## src/design/rcsc_pkg.sv

```systemverilog
// Shared types, codes and constants for the radio channel scan controller.
// No dependencies; rcsc_ctrl, rcsc_dp and the top level import this package.
package rcsc_pkg;

  localparam int unsigned SLOT_COUNT_DEF  = 31;
  localparam int unsigned FIXED_SLOTS_DEF = 16;
  localparam int unsigned TABLE_LEN       = 16;

  localparam logic [3:0] FIXED_TABLE [TABLE_LEN] = '{
    4'd1, 4'd6, 4'd11, 4'd1, 4'd2, 4'd3, 4'd4, 4'd5,
    4'd6, 4'd7, 4'd8, 4'd9, 4'd10, 4'd11, 4'd12, 4'd13
  };

  localparam logic [15:0] DWELL_RST    = 16'd200;
  localparam logic [31:0] TOTAL_RST    = 32'd0;
  localparam logic [15:0] LOCK_AGE_RST = 16'd8000;

  localparam logic [3:0] CHAN_MIN = 4'd1;
  localparam logic [3:0] CHAN_MAX = 4'd14;

  localparam logic [1:0] CFG_DWELL    = 2'd0;
  localparam logic [1:0] CFG_TOTAL    = 2'd1;
  localparam logic [1:0] CFG_LOCK_AGE = 2'd2;

  typedef enum logic [2:0] {
    MODE_SCANNING = 3'd0,
    MODE_LOCKED   = 3'd1,
    MODE_SUCCESS  = 3'd2,
    MODE_TIMEOUT  = 3'd3,
    MODE_STOPPED  = 3'd4
  } mode_e;

  typedef enum logic [2:0] {
    OP_TICK    = 3'd0,
    OP_FRAME   = 3'd1,
    OP_LOCK    = 3'd2,
    OP_CRED    = 3'd3,
    OP_TARGET  = 3'd4,
    OP_ADD     = 3'd5,
    OP_RESTART = 3'd6,
    OP_STOP    = 3'd7
  } op_e;

  typedef struct packed {
    logic capture;
    logic exec;
    logic search;
    logic load;
  } dp_cmd_t;

  typedef struct packed {
    logic search_req;
    logic search_done;
  } dp_sts_t;

  function automatic logic [3:0] slot_init(input logic [6:0] idx, input int unsigned fixed);
    slot_init = (32'(idx) < fixed) ? FIXED_TABLE[idx[3:0]] : 4'd0;
  endfunction

endpackage

```

## src/design/rcsc_ctrl.sv

```systemverilog
// Sequencer for the scan controller: accepts a beat, runs the event and an
// optional slot search, and holds the result register's valid flag. Uses rcsc_pkg.
module rcsc_ctrl import rcsc_pkg::*; (
  input  logic    clk_i,
  input  logic    rst_ni,
  input  logic    in_valid_i,
  output logic    in_ready_o,
  output logic    out_valid_o,
  input  logic    out_ready_i,
  input  dp_sts_t sts_i,
  output dp_cmd_t cmd_o
);

  typedef enum logic [1:0] {
    ST_IDLE,
    ST_EXEC,
    ST_SEARCH,
    ST_RESULT
  } state_e;

  state_e state_q;
  logic   out_valid_q;
  logic   load;

  assign load        = (state_q == ST_RESULT) && (!out_valid_q || out_ready_i);
  assign in_ready_o  = (state_q == ST_IDLE);
  assign out_valid_o = out_valid_q;

  assign cmd_o.capture = in_valid_i && (state_q == ST_IDLE);
  assign cmd_o.exec    = (state_q == ST_EXEC);
  assign cmd_o.search  = (state_q == ST_SEARCH);
  assign cmd_o.load    = load;

  always_ff @(posedge clk_i or negedge rst_ni) begin
    if (!rst_ni) begin
      state_q     <= ST_IDLE;
      out_valid_q <= 1'b0;
    end else begin
      if (load) begin
        out_valid_q <= 1'b1;
      end else if (out_ready_i) begin
        out_valid_q <= 1'b0;
      end
      unique case (state_q)
        ST_IDLE: begin
          if (in_valid_i) begin
            state_q <= ST_EXEC;
          end
        end
        ST_EXEC: begin
          state_q <= sts_i.search_req ? ST_SEARCH : ST_RESULT;
        end
        ST_SEARCH: begin
          if (sts_i.search_done) begin
            state_q <= ST_RESULT;
          end
        end
        ST_RESULT: begin
          if (load) begin
            state_q <= ST_IDLE;
          end
        end
        default: begin
          state_q <= ST_IDLE;
        end
      endcase
    end
  end

endmodule

```

## src/design/rcsc_dp.sv

```systemverilog
// Datapath of the scan controller: configuration registers, scan state, age
// counters, the channel slot memory with its search unit, and the result register.
// Uses rcsc_pkg.
module rcsc_dp import rcsc_pkg::*; #(
  parameter int unsigned SLOT_COUNT  = SLOT_COUNT_DEF,
  parameter int unsigned FIXED_SLOTS = FIXED_SLOTS_DEF
) (
  input  logic        clk_i,
  input  logic        rst_ni,
  input  dp_cmd_t     cmd_i,
  output dp_sts_t     sts_o,
  input  logic        cfg_we_i,
  input  logic [1:0]  cfg_index_i,
  input  logic [31:0] cfg_data_i,
  input  logic [2:0]  op_i,
  input  logic [3:0]  channel_i,
  input  logic        frame_useful_i,
  output logic [2:0]  scan_state_o,
  output logic [3:0]  current_channel_o,
  output logic [3:0]  lock_channel_o,
  output logic        retune_o,
  output logic        rejected_o
);

  localparam int unsigned PW = $clog2(SLOT_COUNT);
  localparam int unsigned CW = $clog2(SLOT_COUNT + 1);

  function automatic logic [31:0] sat_inc(input logic [31:0] v);
    sat_inc = (&v) ? v : v + 32'd1;
  endfunction

  function automatic logic [PW-1:0] wrap_inc(input logic [PW-1:0] a);
    wrap_inc = (a == PW'(SLOT_COUNT - 1)) ? '0 : a + PW'(1);
  endfunction

  logic [15:0] dwell_ms_q;
  logic [31:0] total_q;
  logic [15:0] lock_lim_q;

  op_e         op_q;
  logic [3:0]  ch_q;
  logic        useful_q;

  mode_e       mode_q;
  logic [PW-1:0] pos_q;
  logic [3:0]  tuned_q;
  logic [3:0]  held_q;
  logic [3:0]  target_q;
  logic [31:0] dwell_age_q;
  logic [31:0] run_age_q;
  logic [31:0] lock_age_q;
  logic        retune_q;
  logic        rejected_q;

  logic [3:0]  mem_q [SLOT_COUNT];
  logic [SLOT_COUNT-1:0] slot_vld_q;

  logic [3:0]    srch_tgt_q;
  logic [PW-1:0] scan_addr_q;
  logic [CW-1:0] issued_q;
  logic [CW-1:0] exam_q;
  logic          dvalid_q;
  logic [3:0]    rd_raw_q;
  logic          rd_vld_q;
  logic [PW-1:0] rd_addr_q;

  logic [2:0]  scan_state_q;
  logic [3:0]  cur_q;
  logic [3:0]  lock_ch_q;
  logic        retune_out_q;
  logic        rejected_out_q;

  logic        dwell_exp;
  logic        total_exc;
  logic [6:0]  add_sum;
  logic        add_ok;
  logic        add_we;
  logic [PW-1:0] add_idx;
  logic [3:0]  rd_data;
  logic        match;
  logic        srch_done;

  assign dwell_exp = dwell_age_q >= {16'd0, dwell_ms_q};
  // The counters are compared before their increment; a saturated run age
  // never exceeds an all-ones limit.
  assign total_exc = (total_q != 32'd0) && (total_q != '1) && (run_age_q >= total_q);

  assign add_sum = 7'(FIXED_SLOTS) + {3'b000, ch_q};
  assign add_ok  = (ch_q >= CHAN_MIN) && (ch_q <= CHAN_MAX) && (add_sum < 7'(SLOT_COUNT));
  assign add_idx = add_sum[PW-1:0];
  assign add_we  = cmd_i.exec && (op_q == OP_ADD) && add_ok;

  assign rd_data   = rd_vld_q ? rd_raw_q : slot_init(7'(rd_addr_q), FIXED_SLOTS);
  assign match     = (rd_data != 4'd0) && ((srch_tgt_q == 4'd0) || (rd_data == srch_tgt_q));
  assign srch_done = dvalid_q && (match || (exam_q == CW'(SLOT_COUNT - 1)));

  assign sts_o.search_req  = (op_q == OP_TICK) && (mode_q == MODE_SCANNING) && dwell_exp
                             && !total_exc;
  assign sts_o.search_done = srch_done;

  always_ff @(posedge clk_i) begin
    if (add_we) begin
      mem_q[add_idx] <= ch_q;
    end
    if (cmd_i.search) begin
      rd_raw_q  <= mem_q[scan_addr_q];
      rd_vld_q  <= slot_vld_q[scan_addr_q];
      rd_addr_q <= scan_addr_q;
    end
    if (cmd_i.capture) begin
      op_q     <= op_e'(op_i);
      ch_q     <= channel_i;
      useful_q <= frame_useful_i;
    end
    if (cmd_i.load) begin
      scan_state_q   <= mode_q;
      cur_q          <= tuned_q;
      lock_ch_q      <= held_q;
      retune_out_q   <= retune_q;
      rejected_out_q <= rejected_q;
    end
  end

  always_ff @(posedge clk_i or negedge rst_ni) begin
    if (!rst_ni) begin
      dwell_ms_q  <= DWELL_RST;
      total_q     <= TOTAL_RST;
      lock_lim_q  <= LOCK_AGE_RST;
      mode_q      <= MODE_SCANNING;
      pos_q       <= '0;
      tuned_q     <= slot_init(7'd0, FIXED_SLOTS);
      held_q      <= 4'd0;
      target_q    <= 4'd0;
      dwell_age_q <= 32'd0;
      run_age_q   <= 32'd0;
      lock_age_q  <= 32'd0;
      retune_q    <= 1'b0;
      rejected_q  <= 1'b0;
      slot_vld_q  <= '0;
      srch_tgt_q  <= 4'd0;
      scan_addr_q <= '0;
      issued_q    <= '0;
      exam_q      <= '0;
      dvalid_q    <= 1'b0;
    end else begin
      if (cfg_we_i) begin
        case (cfg_index_i)
          CFG_DWELL:    dwell_ms_q <= cfg_data_i[15:0];
          CFG_TOTAL:    total_q    <= cfg_data_i;
          CFG_LOCK_AGE: lock_lim_q <= cfg_data_i[15:0];
          default: ;
        endcase
      end
      if (add_we) begin
        slot_vld_q[add_idx] <= 1'b1;
      end
      if (cmd_i.exec) begin
        retune_q   <= 1'b0;
        rejected_q <= 1'b0;
        unique case (op_q)
          OP_TICK: begin
            dwell_age_q <= sat_inc(dwell_age_q);
            run_age_q   <= sat_inc(run_age_q);
            lock_age_q  <= sat_inc(lock_age_q);
            if (dwell_exp) begin
              if (mode_q == MODE_SCANNING) begin
                if (total_exc) begin
                  mode_q <= MODE_TIMEOUT;
                end else begin
                  srch_tgt_q  <= target_q;
                  target_q    <= 4'd0;
                  scan_addr_q <= (target_q != 4'd0) ? pos_q : wrap_inc(pos_q);
                  issued_q    <= '0;
                  exam_q      <= '0;
                  dvalid_q    <= 1'b0;
                end
              end else if (mode_q == MODE_LOCKED && total_exc) begin
                mode_q <= MODE_TIMEOUT;
              end
            end
          end
          OP_FRAME: begin
            if (mode_q == MODE_LOCKED) begin
              if (useful_q) begin
                lock_age_q <= 32'd0;
              end else if (lock_age_q > {16'd0, lock_lim_q}) begin
                mode_q <= MODE_SCANNING;
              end
            end
          end
          OP_LOCK: begin
            held_q <= ch_q;
            if (mode_q == MODE_SCANNING) begin
              mode_q <= MODE_LOCKED;
            end
          end
          OP_CRED: begin
            if (mode_q != MODE_STOPPED) begin
              mode_q <= MODE_SUCCESS;
            end
          end
          OP_TARGET: begin
            target_q <= ch_q;
          end
          OP_ADD: begin
            rejected_q <= !add_ok;
          end
          OP_RESTART: begin
            if (mode_q == MODE_TIMEOUT) begin
              mode_q    <= MODE_SCANNING;
              run_age_q <= 32'd0;
            end
          end
          OP_STOP: begin
            mode_q <= MODE_STOPPED;
          end
          default: ;
        endcase
      end
      if (cmd_i.search) begin
        scan_addr_q <= wrap_inc(scan_addr_q);
        dvalid_q    <= (issued_q != CW'(SLOT_COUNT));
        if (issued_q != CW'(SLOT_COUNT)) begin
          issued_q <= issued_q + CW'(1);
        end
        if (dvalid_q) begin
          exam_q <= exam_q + CW'(1);
        end
        if (srch_done) begin
          if (srch_tgt_q == 4'd0) begin
            pos_q       <= rd_addr_q;
            tuned_q     <= rd_data;
            dwell_age_q <= 32'd0;
            retune_q    <= 1'b1;
          end else if (match && (rd_addr_q != pos_q)) begin
            pos_q       <= rd_addr_q;
            held_q      <= srch_tgt_q;
            tuned_q     <= srch_tgt_q;
            dwell_age_q <= 32'd0;
            mode_q      <= MODE_LOCKED;
            retune_q    <= 1'b1;
          end
        end
      end
    end
  end

  assign scan_state_o      = scan_state_q;
  assign current_channel_o = cur_q;
  assign lock_channel_o    = lock_ch_q;
  assign retune_o          = retune_out_q;
  assign rejected_o        = rejected_out_q;

endmodule

```

## src/design/radio_channel_scan_controller.sv

```systemverilog
// A beat is accepted in the idle state; it then passes the exec state and the result state,
// with the search state between when a dwell expiry walks the slot memory, one slot a cycle.
// The result register is loaded in the result state once the output is free; a new beat
// may be accepted while the previous result still waits in the output register.
// Reset: asynchronous, active low; control and scan state return to their initial values, the slot
// memory's added entries are invalidated by valid bits, and no clearing pass is needed.
module radio_channel_scan_controller import rcsc_pkg::*; #(
  parameter int unsigned SLOT_COUNT  = SLOT_COUNT_DEF,
  parameter int unsigned FIXED_SLOTS = FIXED_SLOTS_DEF
) (
  input  logic        clk_i,
  input  logic        rst_ni,
  input  logic        cfg_we_i,
  input  logic [1:0]  cfg_index_i,
  input  logic [31:0] cfg_data_i,
  input  logic        in_valid_i,
  output logic        in_ready_o,
  input  logic [2:0]  op_i,
  input  logic [3:0]  channel_i,
  input  logic        frame_useful_i,
  output logic        out_valid_o,
  input  logic        out_ready_i,
  output logic [2:0]  scan_state_o,
  output logic [3:0]  current_channel_o,
  output logic [3:0]  lock_channel_o,
  output logic        retune_o,
  output logic        rejected_o
);

  dp_cmd_t cmd;
  dp_sts_t sts;

  rcsc_ctrl u_ctrl (
    .clk_i       (clk_i),
    .rst_ni      (rst_ni),
    .in_valid_i  (in_valid_i),
    .in_ready_o  (in_ready_o),
    .out_valid_o (out_valid_o),
    .out_ready_i (out_ready_i),
    .sts_i       (sts),
    .cmd_o       (cmd)
  );

  rcsc_dp #(
    .SLOT_COUNT  (SLOT_COUNT),
    .FIXED_SLOTS (FIXED_SLOTS)
  ) u_dp (
    .clk_i             (clk_i),
    .rst_ni            (rst_ni),
    .cmd_i             (cmd),
    .sts_o             (sts),
    .cfg_we_i          (cfg_we_i),
    .cfg_index_i       (cfg_index_i),
    .cfg_data_i        (cfg_data_i),
    .op_i              (op_i),
    .channel_i         (channel_i),
    .frame_useful_i    (frame_useful_i),
    .scan_state_o      (scan_state_o),
    .current_channel_o (current_channel_o),
    .lock_channel_o    (lock_channel_o),
    .retune_o          (retune_o),
    .rejected_o        (rejected_o)
  );

endmodule

```

## config.mk

```make
export PLATFORM = sky130hd
export DESIGN_NAME = radio_channel_scan_controller
export DESIGN_NICKNAME = d
export VERILOG_FILES = /design/src/design/rcsc_pkg.sv /design/src/design/rcsc_ctrl.sv /design/src/design/rcsc_dp.sv /design/src/design/radio_channel_scan_controller.sv
export SDC_FILE = /design/constraint.sdc
export NUM_CORES = 1
export LEC_CHECK = 0
export ABC_CLOCK_PERIOD_IN_PS = 2930
export BUFFER_PORTS_ARGS = -buffer_cell sky130_fd_sc_hd__clkbuf_2
export CAP_MARGIN = 0
export CORE_MARGIN = 10
export CORE_UTILIZATION = 56
export DETAILED_ROUTE_END_ITERATION = 8
export GPL_TIMING_DRIVEN = 0
export MAX_ROUTING_LAYER = met4
export PLACE_DENSITY = 0.86
export SKIP_LAST_GASP = 1
export SYNTH_ARGS = -nofsm -noshare
export SYNTH_HDL_FRONTEND = slang
export SYNTH_HIERARCHICAL = 1
export SYNTH_SLANG_ARGS = --single-unit
```

## constraint.sdc

```tcl
create_clock -name clk_i -period 2.93 [get_ports clk_i]
set_clock_uncertainty 0.2 [all_clocks]
set_input_delay 0.879 -clock clk_i [delete_from_list [all_inputs] [get_ports clk_i]]
set_output_delay 0.879 -clock clk_i [all_outputs]
set_load 0.01 [all_outputs]
```

Word level (Yosys, flattened, before mapping)

Memories as Yosys holds them, arrays and structs flattened. A register that Yosys moved wholly into a read port is not among the register bits.
Index checks and enable logic that the tools add are counted.

$lt $le $gt $ge: 11
Divide/modulo/power cells: 0
Shifts and indexed selects: 0
Multipliers: 0
$add $sub $neg: 8
Mux-type cells: 96
Eq/ne operators: 34
Reductions and logical operators: 52
Bitwise gates (word level): 3

Operator list:

| kind                                                       | count |
|---|---|
| two-way mux 32 bit                                         | 12 |
| case mux 32 bit (2 select lines)                           | 2 |
| two-way mux 5 bit                                          | 25 |
| adder 32 x 1 -> 32 bit, second input constant              | 3 |
| AND reduction 32 bit                                       | 3 |
| two-way mux 4 bit                                          | 15 |
| two-way mux 3 bit                                          | 15 |
| greater-or-equal comparator 32 x 16 -> 1 bit               | 1 |
| greater-or-equal comparator 32 bit                         | 1 |
| greater-than comparator 32 x 16 -> 1 bit                   | 1 |
| != test 32 bit, second input constant                      | 1 |
| nonzero test 32 bit                                        | 1 |
| OR 31 bit                                                  | 1 |
| adder 5 x 1 -> 5 bit, second input constant                | 4 |
| AND reduction 5 bit                                        | 4 |
| two-way mux 1 bit                                          | 19 |
| case mux 3 bit (6 select lines)                            | 1 |
| nonzero test 2 bit                                         | 9 |
| logical AND 1 bit                                          | 16 |
| == test 5 bit, second input constant                       | 3 |
| == test 3 bit, second input constant                       | 4 |
| less-than comparator 5 x 6 -> 1 bit, second input constant | 2 |
| != test 2 x 1 -> 1 bit, second input constant              | 6 |
| != test 2 bit, second input constant                       | 6 |
| 31 further kinds                                           | 49 |

Memories kept: 2
Latch bits: 0
RAM bits: 124
Bits in read-only memories: 64
Register bits: 263
Output and inout bits: 15
Input port bits: 47
Word-level logic and storage cells: 237

Memory list:

| memory           | words | bits a word | read ports | clocked after Yosys merged registers in | wr ports | line           | RTL |
|---|---|---|---|---|---|---|---|
| u_dp.mem_q       | 31    | 4           | 1          | 1                                       | 1        | rcsc_dp.sv:55  | `logic [3:0] mem_q [SLOT_COUNT];` |
| (name not given) | 16    | 4           | 1          | 0                                       | 0        | rcsc_pkg.sv:57 | `slot_init = (32'(idx) < fixed) ? FIXED_TABLE[idx[3:0]] : 4'd0;` |

Logic depth before layout (Yosys ltp)

Depth in word-level cells: 14
Depth in mapped cells: 13
Mapped depth without buffers: 12

By module

Netlist, hierarchy kept.

Modules (own cells, without submodules):

| module    | cells an instance | times used | area an instance (um2) |
|---|---|---|---|
| rcsc_dp   | 1,466             | 1          | 15,776.4 |
| rcsc_ctrl | 22                | 1          | 251.5 |

Worst setup path after synthesis

OpenSTA, ideal clock, no wires.

Kind: register -> register
From: reg u_dp.rd_addr_q[1]
To: reg u_dp.pos_q[3]
Data arrival time: 2.880 ns
Setup slack: -0.278 ns
Cell stages (with the launch flop): 11
Library setup time: 0.128 ns
Clock period less this slack: 3.208 ns
Buffers on the path: 1
Path through: edfxtp_1 > inv_1 > ha_1 > mux2_1 > a221o_1 > xor2_1 > a21oi_1 > or4b_4 > a211oi_4 > buf_6 > mux2_1

Longest elaborated chain between the ends: 12
Elaborated cells on any way between the ends: 17
Those cells by class: order compare (1); eq/ne (2); mux (4); bitwise (1); reduce/logical (8); memory (1)

Ends and longest elaborated chain:

| what                                                              | line                          | RTL |
|---|---|---|
| from (decl)                                                       | rcsc_dp.sv:65                 | `logic [PW-1:0] rd_addr_q;` |
| from (signal assigned)                                            | rcsc_dp.sv:108                | `rd_addr_q <= scan_addr_q;` |
| NOT 4 -> 5 bit (implied by the code)                              | rcsc_pkg.sv:57                |  |
| memory (16 x 4 bit)                                               | -                             |  |
| two-way mux 4 bit (implied by the code) (2 in a row)              | rcsc_pkg.sv:57                |  |
| two-way mux 4 bit                                                 | rcsc_pkg.sv:57                |  |
| two-way mux 4 bit                                                 | rcsc_dp.sv:93                 | `assign rd_data = rd_vld_q ? rd_raw_q : slot_init(7'(rd_addr_q), FIXED_SLOTS);` |
| == test 4 bit                                                     | rcsc_dp.sv:94                 | `assign match = (rd_data != 4'd0) && ((srch_tgt_q == 4'd0) \|\| (rd_data == srch_tgt_q));` |
| logical OR 1 bit                                                  | rcsc_dp.sv:94                 |  |
| logical AND 1 bit                                                 | rcsc_dp.sv:94                 |  |
| logical AND 1 bit or logical OR 1 bit (tied branches)             | rcsc_dp.sv:235, rcsc_dp.sv:95 |  |
| nonzero test 2 bit (no line) or logical AND 1 bit (tied branches) | -                             |  |
| AND reduction 3 bit (no line) (*)                                 | -                             |  |
| to (signal assigned)                                              | rcsc_dp.sv:231                | `pos_q <= rd_addr_q;` |
| to (signal assigned)                                              | rcsc_dp.sv:236                | `pos_q <= rd_addr_q;` |
| to (decl)                                                         | rcsc_dp.sv:45                 | `logic [PW-1:0] pos_q;` |

Every way passes the cells marked *; elsewhere a longest branch is shown, timed or not. The select of a mux whose other input is x is not followed.
A chain may end at the register's enable or synchronous reset.

Final worst setup path

From: reg u_dp.rd_addr_q[3]
To: reg u_dp.pos_q[0]

Same word-level chain as after synthesis.

==> metrics.txt <==
Pleak 0.00820 uW; die area 0.0358 mm2; flops & latches, synth 311; R2R Path Start u_dp/rd_addr_q[3]; CTS Root Cell clkbuf_16; routed vias 13400; DR pass1 iterations 6; H-tree Lvls 2; Worst setup endpoint u_dp/pos_q[0]; Mapped Area 0.0160 mm2; Final period util 116%; EDFF count, synth 91; CP required 3170 ps; final net count 1764; Avg WL per Cell 22.8 um; Port Buffers 61; hold crit path type in -> async; Post-Place Cells 1932; Finished Core Util 68.3%; placer congestion estimate 0.910; vias in the first global route 13500; chip width 189 um; Post-route DRC 0; first-pass GRT wire length 72200 um; initial antenna violation count 0; Gate Count Post-Synth 1488; Critical Path Sink Type register; cells on worst reg2reg path 10; CTS max path bufs 3; min Tclk post-route 3390 ps; FP Rows 61; reg2reg end u_dp/pos_q[0]; CTS tree built; Crit Path Category reg -> reg; fillers 1799; IO Count 62; Synth area leader dfrtp_1; CTS sink cnt 311; GRT Total Usage 25.4%; fmax 295 MHz; top cell type's share of synthesized area 32.8%; area of the multi-input gates 0.00778 mm2; post-route setup slack -460 ps; CORE AREA 0.0280 mm2; Clk Latency, worst-skew pair 530 ps; Main synth FF type dfrtp_1; setup TNS -20150 ps; Sequential Area 0.00826 mm2; Slew @ Worst Pin 937 ps; final setup fails 75; MaxCap Viol Count 0; Final Max Slew Viols 0; Post-Layout Cell Count 2040; crit path max fanout 8; antenna violation net count after detailed routing 0; share of layout cells above drive strength 1 22.9%; area grow syn2layout 19.4%; critical path data arrival time 3630 ps; pre-CTS setup slack -1050 ps; crit path from u_dp/rd_addr_q[3]; Avg Cell Area, Syn 10.8 um2; Power Density 770 mW/mm2; Startpoint Class register; status finished with violations; synth warn 6; RSZ-0062 raised after global routing true; ant diodes 0; sequential element share of the synthesized area 51.5%; ys async rst share 70.7%; DP HPWL 27300 um; GRT overflow 0; final wirelength 46500 um; Synth area leaders dfrtp_1 33%, edfxtp_1 17%, ha_1 6.4%, mux2_2 4.0%, o21ai_0 3.6%; library cells used by synthesis 76; Peak VDD IR 0.660 mV; R2R setup slack -460 ps; Final Hold Vio Count 0; total power 14700 uW; Starting DRT DRC Count 1749; failing checks setup timing; largest net degree at the start of global routing 87; routed vias/inst 6.55; clock edge transition at the registers on the reported setup and hold paths 60 ps; Initial Util 57.2%; Slew headroom 37.1%; CTS Buf Count 35; Die Ht 189 um
==> sequential cells by signal (all words and copies together) (netlist names), 15 cells and up <==
signal / count
u_dp/dwell_age_q: 32
u_dp/run_age_q: 32
u_dp/total_q: 32
u_dp/lock_age_q: 32
u_dp/slot_vld_q: 15
u_dp/dwell_ms_q: 16
u_dp/mem_q: 60
u_dp/lock_lim_q: 16
==> through the flow <==
stage                     hold WS, ps  area [um2]
after floorplan                   218       16100
after global placement            227       16800
after detailed placement          234       16900
after CTS                         144       18900
after global routing              163       19100
final                             144       19100
==> synth_stat cells, drive strengths merged (6+ instances only) <==
cell / instances
nor3: 26
nand4: 52
edfxtp: 91
mux4: 20
ha: 82
or3: 9
nand3b: 6
o31ai: 14
dfstp: 10
mux2: 69
a21oi: 49
o22ai: 9
and3: 29
nand2b: 13
o21ai: 133
nor2: 105
nor2b: 7
nand3: 47
xnor2: 25
nor4: 30
and2: 21
clkbuf: 44
xor2: 30
inv: 93
nor3b: 6
a211oi: 7
dfrtp: 210
buf: 12
a31oi: 13
mux2i: 12
and4: 16
or2: 17
nand2: 118
==> cells in the final DEF, fill, tap and decap left out, types with 13 or more instances in the layout <==
| cell | instances |
|---|---|
| buf_6 | 16 |
| mux2_2 | 53 |
| inv_1 | 90 |
| nand4_1 | 52 |
| nand2_1 | 117 |
| and2_1 | 19 |
| mux2_4 | 14 |
| and3_1 | 29 |
| nor3_1 | 18 |
| clkbuf_16 | 36 |
| nand3_1 | 45 |
| mux4_2 | 20 |
| o21ai_1 | 27 |
| xnor2_1 | 25 |
| and4_1 | 16 |
| edfxtp_1 | 91 |
| o31ai_1 | 13 |
| clkbuf_1 | 37 |
| dfrtp_1 | 204 |
| nor4_1 | 23 |
| clkbuf_2 | 69 |
| a31oi_1 | 13 |
| buf_4 | 32 |
| nor2_1 | 96 |
| o21ai_0 | 100 |
| a21oi_1 | 45 |
| xor2_1 | 30 |
| ha_1 | 79 |
==> power by group <==
group / total [uW] / leakage, uW / switching [uW] / internal, uW
clock network: 4390 / 0.000547 / 1810 / 2580
logic: 4400 / 0.00399 / 2510 / 1890
registers: 5950 / 0.00366 / 696 / 5260
==> cell type report <==
class	count	share of cell area, %
clock buffers	52	5.28
well taps	378	2.47
flip-flops and latches	311	43.2
repair buffers	109	4.22
multi-input cells	1030	40.7
clock inverters	12	0.654
plain buffers	54	1.66
inverters	94	1.86
==> repair_timing <==
item	in CTS	in global routing
hold buffers	0	0
cloned	3	0
setup buffers	33	11
endpoints found under the setup margin	210	200
pin swaps	39	16
gates resized for setup	127	75
==> per-layer routing <==
metal	track usage [%]	vias up	wire, um
li1	-	5728	-
met1	29.6	6458	16900
met2	41.2	895	22400
met3	4.61	271	4090
met4	13.9	0	3070
met5	-	-	0
==> worst max-delay path, stage by stage (launching register included) <==
cell	delay, ps
edfxtp_1	350
clkbuf_1	240
nor2_1	350
nand2_1	140
a32o_1	340
nor2b_1	200
or4b_4	580
a211oi_4	310
buf_6	200
buf_4	130
mux2i_1	240
==> worst min-delay path by stage <==
stage                     cells after the start                        end  slack (ps)                start
after CTS                                     1        u_dp/slot_vld_q[29]         140               rst_ni
after detailed placement                      0  u_dp/current_channel_o[2]         230      u_dp/tuned_q[2]
after global placement                        0          u_dp/rd_addr_q[2]         230  u_dp/scan_addr_q[2]
final                                         1        u_dp/lock_age_q[11]         140               rst_ni
after floorplan                               0  u_dp/current_channel_o[3]         220      u_dp/tuned_q[3]
after global routing                          1        u_dp/scan_addr_q[0]         160               rst_ni
==> logic make-up after synthesis <==
family                   synth area share, %
other                                 0.0234
adder cells (fa/ha/maj)                 6.40
AO/OA/AOI/OAI                           10.3
AND/OR/NAND/NOR                         16.7
buffers and inverters                   3.68
multiplexers                            8.43
XOR/XNOR                                3.01
flip-flops                              51.5
No activity file was read; power rests on OpenSTA's default activity.
